$ cat src/sv/egcd_pkg.sv
// ----------------------------------------------------------------------------
// egcd_pkg
// Shared constants and the sequencer state type of the extended gcd core.
// ----------------------------------------------------------------------------
package egcd_pkg;

	localparam int WORD_BITS_DEF = 32;

	typedef enum logic [2:0] {
		ST_IDLE,
		ST_CHECK,
		ST_DIV,
		ST_UPD,
		ST_FIN,
		ST_MODLD,
		ST_MFIX,
		ST_OUT
	} egcd_state_t;

endpackage

$ cat src/sv/extended_gcd_mod_inverse_core.sv
// ----------------------------------------------------------------------------
// extended_gcd_mod_inverse_core
// Extended Euclid with truncating division and modular inverse of a_value
// modulo b_value, built around one shift-subtract divider stepped per cycle.
// ----------------------------------------------------------------------------
// channel  | handshake      | fields
// ---------+----------------+-----------------------------------------------
// request  | start / busy   | a_value, b_value
// result   | done (1 cycle) | gcd_value, coef_x, coef_y, inverse_value,
//          |                | inverse_valid
//
// each euclid step runs the check state, the divider over every quotient bit
// and the update state; the inverse then runs the fin and load states and,
// for a positive modulus, one more division and the fix state. an operand equal
// to the most negative word goes straight from idle to the result state.
// arst_n clears the sequencer and the strobe; datapath registers keep no reset.
// results cannot be stalled: done is high for exactly one cycle.
// ----------------------------------------------------------------------------
module extended_gcd_mod_inverse_core
	import egcd_pkg::*;
#(
	parameter int WORD_BITS = WORD_BITS_DEF
) (
	input  logic                 clk,
	input  logic                 arst_n,
	input  logic                 start,
	output logic                 busy,
	input  logic [WORD_BITS-1:0] a_value,
	input  logic [WORD_BITS-1:0] b_value,
	output logic                 done,
	output logic [WORD_BITS-2:0] gcd_value,
	output logic [WORD_BITS-1:0] coef_x,
	output logic [WORD_BITS-1:0] coef_y,
	output logic [WORD_BITS-2:0] inverse_value,
	output logic                 inverse_valid
);

	localparam int W  = WORD_BITS;
	localparam int CW = $clog2(W);

	localparam logic [W-1:0]  MIN_WORD = {1'b1, {(W-1){1'b0}}};
	localparam logic [W-1:0]  ONE_WORD = {{(W-1){1'b0}}, 1'b1};
	localparam logic [CW-1:0] CNT_LAST = CW'(W - 1);

	egcd_state_t state_q, state_d;

	logic [W-1:0]   a_q, b_q, m_q;
	logic [W-1:0]   x_q, y_q, x1_q, y1_q;
	logic [W-1:0]   rem_q, dvd_q, dsr_q, accx_q, accy_q;
	logic [CW-1:0]  cnt_q;
	logic           mode_q;
	logic [W-2:0]   gcd_q, inv_q;
	logic           valid_q;

	// divider step
	logic [W-1:0]   shifted;
	logic [W:0]     diff;
	logic           qbit;
	logic [W-1:0]   rem_nx;

	logic           in_min, last_bit, b_zero, qneg, fin_neg, m_pos;
	logic [W-1:0]   abs_a, abs_b, abs_x;
	logic [W-1:0]   nx, ny, nb, inv_full;

	assign shifted  = {rem_q[W-2:0], dvd_q[W-1]};
	assign diff     = {1'b0, shifted} - {1'b0, dsr_q};
	assign qbit     = ~diff[W];
	assign rem_nx   = qbit ? diff[W-1:0] : shifted;

	assign in_min   = (a_value == MIN_WORD) || (b_value == MIN_WORD);
	assign last_bit = (cnt_q == CNT_LAST);
	assign b_zero   = (b_q == '0);
	assign qneg     = a_q[W-1] ^ b_q[W-1];
	assign fin_neg  = (a_q == '0) || a_q[W-1];
	assign m_pos    = ~m_q[W-1] && (m_q != '0);

	assign abs_a    = a_q[W-1] ? -a_q : a_q;
	assign abs_b    = b_q[W-1] ? -b_q : b_q;
	assign abs_x    = x_q[W-1] ? -x_q : x_q;

	// accumulators hold |q| times x1 and y1, sign applied here
	assign nx       = qneg ? x_q + accx_q : x_q - accx_q;
	assign ny       = qneg ? y_q + accy_q : y_q - accy_q;
	assign nb       = a_q[W-1] ? -rem_q : rem_q;
	assign inv_full = (x_q[W-1] && (rem_q != '0)) ? m_q - rem_q : rem_q;

	always_ff @(posedge clk or negedge arst_n) begin
		if (!arst_n) begin
			state_q <= ST_IDLE;
		end else begin
			state_q <= state_d;
		end
	end

	always_comb begin
		state_d = state_q;
		case (state_q)
			ST_IDLE: begin
				if (start) begin
					state_d = in_min ? ST_OUT : ST_CHECK;
				end
			end
			ST_CHECK: begin
				state_d = b_zero ? ST_FIN : ST_DIV;
			end
			ST_DIV: begin
				if (last_bit) begin
					state_d = mode_q ? ST_MFIX : ST_UPD;
				end
			end
			ST_UPD:   state_d = ST_CHECK;
			ST_FIN:   state_d = ST_MODLD;
			ST_MODLD: state_d = m_pos ? ST_DIV : ST_OUT;
			ST_MFIX:  state_d = ST_OUT;
			ST_OUT:   state_d = ST_IDLE;
			default:  state_d = ST_IDLE;
		endcase
	end

	always_ff @(posedge clk) begin
		case (state_q)
			ST_IDLE: begin
				if (start) begin
					a_q     <= a_value;
					b_q     <= b_value;
					m_q     <= b_value;
					x_q     <= in_min ? '0 : ONE_WORD;
					y_q     <= '0;
					x1_q    <= '0;
					y1_q    <= ONE_WORD;
					gcd_q   <= '0;
					inv_q   <= '0;
					valid_q <= 1'b0;
					mode_q  <= 1'b0;
				end
			end
			ST_CHECK: begin
				rem_q  <= '0;
				dvd_q  <= abs_a;
				dsr_q  <= abs_b;
				accx_q <= '0;
				accy_q <= '0;
				cnt_q  <= '0;
			end
			ST_DIV: begin
				rem_q  <= rem_nx;
				dvd_q  <= {dvd_q[W-2:0], 1'b0};
				accx_q <= {accx_q[W-2:0], 1'b0} + (qbit ? x1_q : '0);
				accy_q <= {accy_q[W-2:0], 1'b0} + (qbit ? y1_q : '0);
				cnt_q  <= cnt_q + 1'b1;
			end
			ST_UPD: begin
				x_q  <= x1_q;
				y_q  <= y1_q;
				x1_q <= nx;
				y1_q <= ny;
				a_q  <= b_q;
				b_q  <= nb;
			end
			ST_FIN: begin
				if (fin_neg) begin
					x_q <= -x_q;
					y_q <= -y_q;
				end
				gcd_q <= abs_a[W-2:0];
			end
			ST_MODLD: begin
				rem_q  <= '0;
				dvd_q  <= abs_x;
				dsr_q  <= m_q;
				accx_q <= '0;
				accy_q <= '0;
				cnt_q  <= '0;
				mode_q <= 1'b1;
			end
			ST_MFIX: begin
				inv_q   <= inv_full[W-2:0];
				valid_q <= (gcd_q == ONE_WORD[W-2:0]);
			end
			default: begin
			end
		endcase
	end

	assign busy          = (state_q != ST_IDLE);
	assign done          = (state_q == ST_OUT);
	assign gcd_value     = gcd_q;
	assign coef_x        = x_q;
	assign coef_y        = y_q;
	assign inverse_value = inv_q;
	assign inverse_valid = valid_q;

endmodule

$ cat config.mk
export PLATFORM = sky130hd
export DESIGN_NAME = extended_gcd_mod_inverse_core
export DESIGN_NICKNAME = d
export VERILOG_FILES = /design/src/sv/egcd_pkg.sv /design/src/sv/extended_gcd_mod_inverse_core.sv
export SDC_FILE = /design/constraint.sdc
export NUM_CORES = 1
export LEC_CHECK = 0
export ABC_AREA = 1
export BUFFER_PORTS_ARGS = -buffer_cell sky130_fd_sc_hd__buf_2
export CORE_ASPECT_RATIO = 0.6
export CORE_MARGIN = 1.5
export CORE_UTILIZATION = 28
export DETAILED_ROUTE_END_ITERATION = 16
export GPL_TIMING_DRIVEN = 0
export PLACE_DENSITY = 0.47
export SLEW_MARGIN = 20
export SYNTH_ARGS = -nofsm -noshare
export SYNTH_HDL_FRONTEND = slang
export SYNTH_SLANG_ARGS = --single-unit
export TNS_END_PERCENT = 100
$ cat constraint.sdc
create_clock -name clk -period 16.95 [get_ports clk]
set_clock_uncertainty 0.2 [all_clocks]
set_input_delay 3.39 -clock clk [delete_from_list [all_inputs] [get_ports clk]]
set_output_delay 3.39 -clock clk [all_outputs]
set_load 0.1 [all_outputs]
### After elaboration in Yosys (flattened, before gate mapping)

Cells that the tools add are included.

* reduce and logical (&&, ||, !) cells: 26
* add/sub/neg operators: 14
* multiplexer cells: 43
* bitwise gates (word level): 2
* equality and inequality tests: 14

Operators with widths (number)
* two-way mux 32 bit: 16
* case mux 32 bit (2 select lines): 8
* case mux 32 bit (3 select lines): 3
* negation 32 bit: 5
* adder 32 bit: 4
* case mux 31 bit (2 select lines): 2
* equality test 32 bit, second input constant: 2
* zero test 32 bit: 2
* nonzero test 32 bit: 2
* subtractor 32 bit: 2
* two-way mux 31 bit: 2
* subtractor 32 x 32 -> 33 bit: 1
* equality test 31 x 1 -> 1 bit, second input constant: 1
* subtractor 31 bit: 1
* case mux 3 bit (8 select lines): 1
* two-way mux 3 bit: 6
* equality test 3 bit, second input constant: 4
* AND reduction 2 bit: 6
* nonzero test 2 bit: 6
* case mux 5 bit (2 select lines): 1
* nonzero test 3 bit: 3
* equality test 3 x 2 -> 1 bit, second input constant: 2
* inequality test 2 bit, second input constant: 3
* adder 5 x 1 -> 5 bit, second input constant: 1
* other kinds (11): 15

* register bits: 456
* word-level logic and storage cells: 117

### Logic depth before layout (Yosys ltp)

* word-level depth: 5
* mapped depth: 28
* mapped depth without buffers: 27

### Worst setup path after synthesis

No wires, ideal clock.

* path kind: input -> register
* start: in start
* end: reg a_q[0], enable pin
* setup slack: 8.408 ns
* arrival: 7.849 ns
* required time: 16.257 ns
* buffers on the path: 0
* stages: 4
* cells stage by stage: inv_1 -> nor2_1 -> inv_1 -> nand2_1

* cells in the longest elaborated chain, start to end: 2

RTL lines
* start, declared: RTL line extended_gcd_mod_inverse_core.sv:26 `input logic start,`
* inequality test 2 bit (no source line)
* AND reduction 2 bit (no source line)
* end signal, assigned: RTL line extended_gcd_mod_inverse_core.sv:124 `a_q <= a_value;`
* end signal, assigned: RTL line extended_gcd_mod_inverse_core.sv:157 `a_q <= b_q;`
* end, declared: RTL line extended_gcd_mod_inverse_core.sv:47 `logic [W-1:0] a_q, b_q, m_q;`

No other way between the ends.
A chain may end at the register's enable or synchronous reset.

### Final worst setup path

* start: reg state_q[2]
* end: out done

* cells in the longest elaborated chain, start to end: 1

RTL lines
* start, declared: RTL line extended_gcd_mod_inverse_core.sv:45 `egcd_state_t state_q, state_d;`
* start signal, assigned: RTL line extended_gcd_mod_inverse_core.sv:91 `state_q <= state_d;`
* equality test 3 bit: RTL line extended_gcd_mod_inverse_core.sv:186 `assign done = (state_q == ST_OUT);`
* end, declared: RTL line extended_gcd_mod_inverse_core.sv:30 `output logic done,`

No other way between the ends.

==> impl_metrics.json <==
{
  "outcome": "complete, no violations",
  "start_util_pct": 28.4,
  "fin_crit_ns": 5.96,
  "maxSlewHeadroom_pct": 22.6,
  "endpoint_kind": "output pin",
  "cts_resized": 0,
  "cts_sinks": 456,
  "hp-class": "reg2reg",
  "cp-start-kind": "flop",
  "dieArea_mm2": 0.129,
  "fin_nets": 5353,
  "cts-root-buf": "clkbuf_16",
  "worst_pin_slew_ns": 1.16,
  "die_y_um": 278,
  "setup_tns_ns": 0,
  "ys_warn_count": 0,
  "worstPathCellList": "buf_2 -> inv_2 -> nor3_1 -> buf_2",
  "slew_violations": 0,
  "cp_max_fo": 6,
  "rows": 100,
  "numCtsBuffers": 54,
  "dpl_worst_slack_ns": 10.81,
  "setup_slack_ns": 10.99,
  "synth.distinct_cells": 58,
  "htree_levels": 2,
  "synthArstFlopShare_pct": 0.658,
  "maxCapViolCount": 0,
  "ff2ff_setup_slack_ns": 11.54,
  "numPortBuffers": 195,
  "use_met1_pct": 42.7,
  "grt_first_pass_wirelength_um": 239000,
  "route.detailed.drc": 0,
  "synth_common_cells": "nand2_1 (1100), nor2_1 (653), inv_1 (597), edfxtp_1 (453), a21oi_1 (427)",
  "synth_nets": 5092,
  "arrival_ns": 2.37,
  "core_mm2": 0.125,
  "vias": 35939,
  "rsz0062_at_grt": "false",
  "synth_edf_count": 453,
  "antenna_left": 0,
  "post_cts_buffers": 0,
  "finalCritPeriodShare_pct": 35.2,
  "dp_hpwl_um": 142000,
  "fmax_mhz": 168,
  "utilization_pct": 32.5,
  "slowest_delay_ns": 0.55,
  "yosysSeqAreaShare_pct": 38.6,
  "cts_hold_buf": 0,
  "finalSetupViolations": 0,
  "gp_congestion": 0.991,
  "syn_avg_cell_area_um2": 7.34,
  "drt_first_pass_iters": 5,
  "critPathRequiredTime_ns": 13.36,
  "cts_tree": "done",
  "clkTransAtPathRegs_ns": 0.06,
  "worst-path-stages": 4,
  "ys_top_cells_by_area": "edfxtp_1 (38%), nand2_1 (12%), nor2_1 (6.9%), ha_1 (6.9%), inv_1 (6.3%)",
  "hold_ws_ns": 0.334,
  "synth_flop_cell": "edfxtp_1",
  "synth_top_area_share_pct": 38.4,
  "routed_wl_um": 172000,
  "via_per_inst": 5.28,
  "clockBufferDepth": 3,
  "syn_to_final_growth_pct": 14.4,
  "r2r_cells": 21,
  "use_met2_pct": 31.8,
  "synthMostInstantiatedCell": "nand2_1",
  "syn_inst": 4825,
  "grt_overflow": 0,
  "grt_max_degree": 53,
  "wl_per_cell_um": 25.3,
  "crit_buf_inv": 3,
  "die_w_um": 462,
  "critical_path_class": "reg2out",
  "ys_ff_latch": 456,
  "grt_use_total_pct": 26.0,
  "grtUsageMet3_pct": 8.07,
  "path_delay_family": "buffers and inverters",
  "ios": 196,
  "slowest_stage": "buf_2",
  "crit_path_frequent_cell": "buf_2",
  "clk_latency_ns": 0.67,
  "drtIter0Drc": 4382,
  "syn_area_mm2": 0.0354,
  "top_usage_layer": "met1",
  "antenna_found_initial": 19,
  "whs_path_depth": 2,
  "grt_pass1_vias": 32356,
  "synth_top_area_cell": "edfxtp_1",
  "drive_gt1_share_pct": 7.78,
  "hold_violations": 0
}
layout make-up:
| class | instances | area (um2) |
|---|---|---|
| inverters | 617 | 2320 |
| plain buffers | 108 | 503 |
| clock buffers | 65 | 1390 |
| flip-flops and latches | 456 | 13700 |
| diodes | 3 | 7.51 |
| clock inverters | 32 | 335 |
| well taps | 1683 | 2110 |
| fillers | 13608 | 84200 |
| multi-input cells | 3644 | 19000 |
| repair buffers | 205 | 1200 |
worst paths after layout:
check / from / to
min in group asynchronous: arst_n / state_q[2]
min reg2reg: dvd_q[24] / dvd_q[25]
min: dvd_q[24] / dvd_q[25]
max reg2reg: rem_q[10] / accy_q[19]
max: state_q[2] / done
max in group asynchronous: arst_n / state_q[1]
layer usage:
metal	routed length, um	vias to the layer above	part of all wire, %
met2	60100	1762	35
met4	2880	6	1.7
met1	88600	17182	52
met3	20400	128	12
li1	-	16861	-
met5	35	-	0.020
cells by family after synthesis:
kind of cell,after synthesis,share of synthesized area [%]
AO/OA/AOI/OAI,1007,15.4
XOR/XNOR,174,4.30
AND/OR/NAND/NOR,2263,26.6
buffers and inverters,725,7.91
flip-flops,456,38.6
adder cells (fa/ha/maj),200,7.19
flip-flops by register name (all words and copies together), names as in the netlist:
name,count
a_q,32
accx_q,32
accy_q,32
b_q,32
coef_x,32
coef_y,32
dsr_q,32
dvd_q,32
m_q,32
rem_q,32
x1_q,32
y1_q,32
gcd_value,31
inverse_value,31
cnt_q,5
state_q,3
inverse_valid,1
mode_q,1
per-stage QoR:
| stage | std cells | cell area, um2 |
|---|---|---|
| after floorplan | 4825 | 35400 |
| after global placement | 6703 | 38500 |
| after detailed placement | 6713 | 38800 |
| after CTS | 6810 | 40500 |
| after global routing | 6811 | 40500 |
| final | 6813 | 40500 |
worst reg2reg max path, stage by stage (launching register included):
cell	delay, ns
edfxtp_1	0.51
ha_1	0.41
a21oi_1	0.35
nand2_1	0.22
a21oi_1	0.20
nand2_2	0.14
nand2_2	0.10
nand2_4	0.18
inv_2	0.36
buf_2	0.38
nor2_1	0.08
ha_1	0.24
fa_1	0.40
nand2_1	0.10
nand2_1	0.06
o21ai_0	0.18
o21bai_1	0.20
nand2_1	0.09
nand2_1	0.14
a21boi_0	0.42
o21ai_0	0.15
a21oi_1	0.15
placed cells by master (no fill, tap or decap), types with 8 or more instances in the layout:
master,count
a21o_1,17
a21oi_1,427
a31oi_1,16
buf_1,12
buf_2,225
clkbuf_1,57
clkbuf_16,54
clkbuf_2,12
clkinv_1,11
edfxtp_1,453
ha_1,194
inv_1,595
inv_2,20
nand2_1,1096
nand2_2,9
nand3_1,280
nand4_1,48
nor2_1,652
nor2_2,9
nor2_4,9
nor3_1,77
nor4_1,50
o211ai_1,23
o21a_1,22
o21ai_0,379
o21ai_1,18
o21bai_1,27
o22ai_1,46
o31ai_1,8
or2_2,8
xnor2_1,34
xor2_1,140
Power is not shown: default switching activity piles up to over one toggle a cycle in this logic, so the estimate is an artifact.
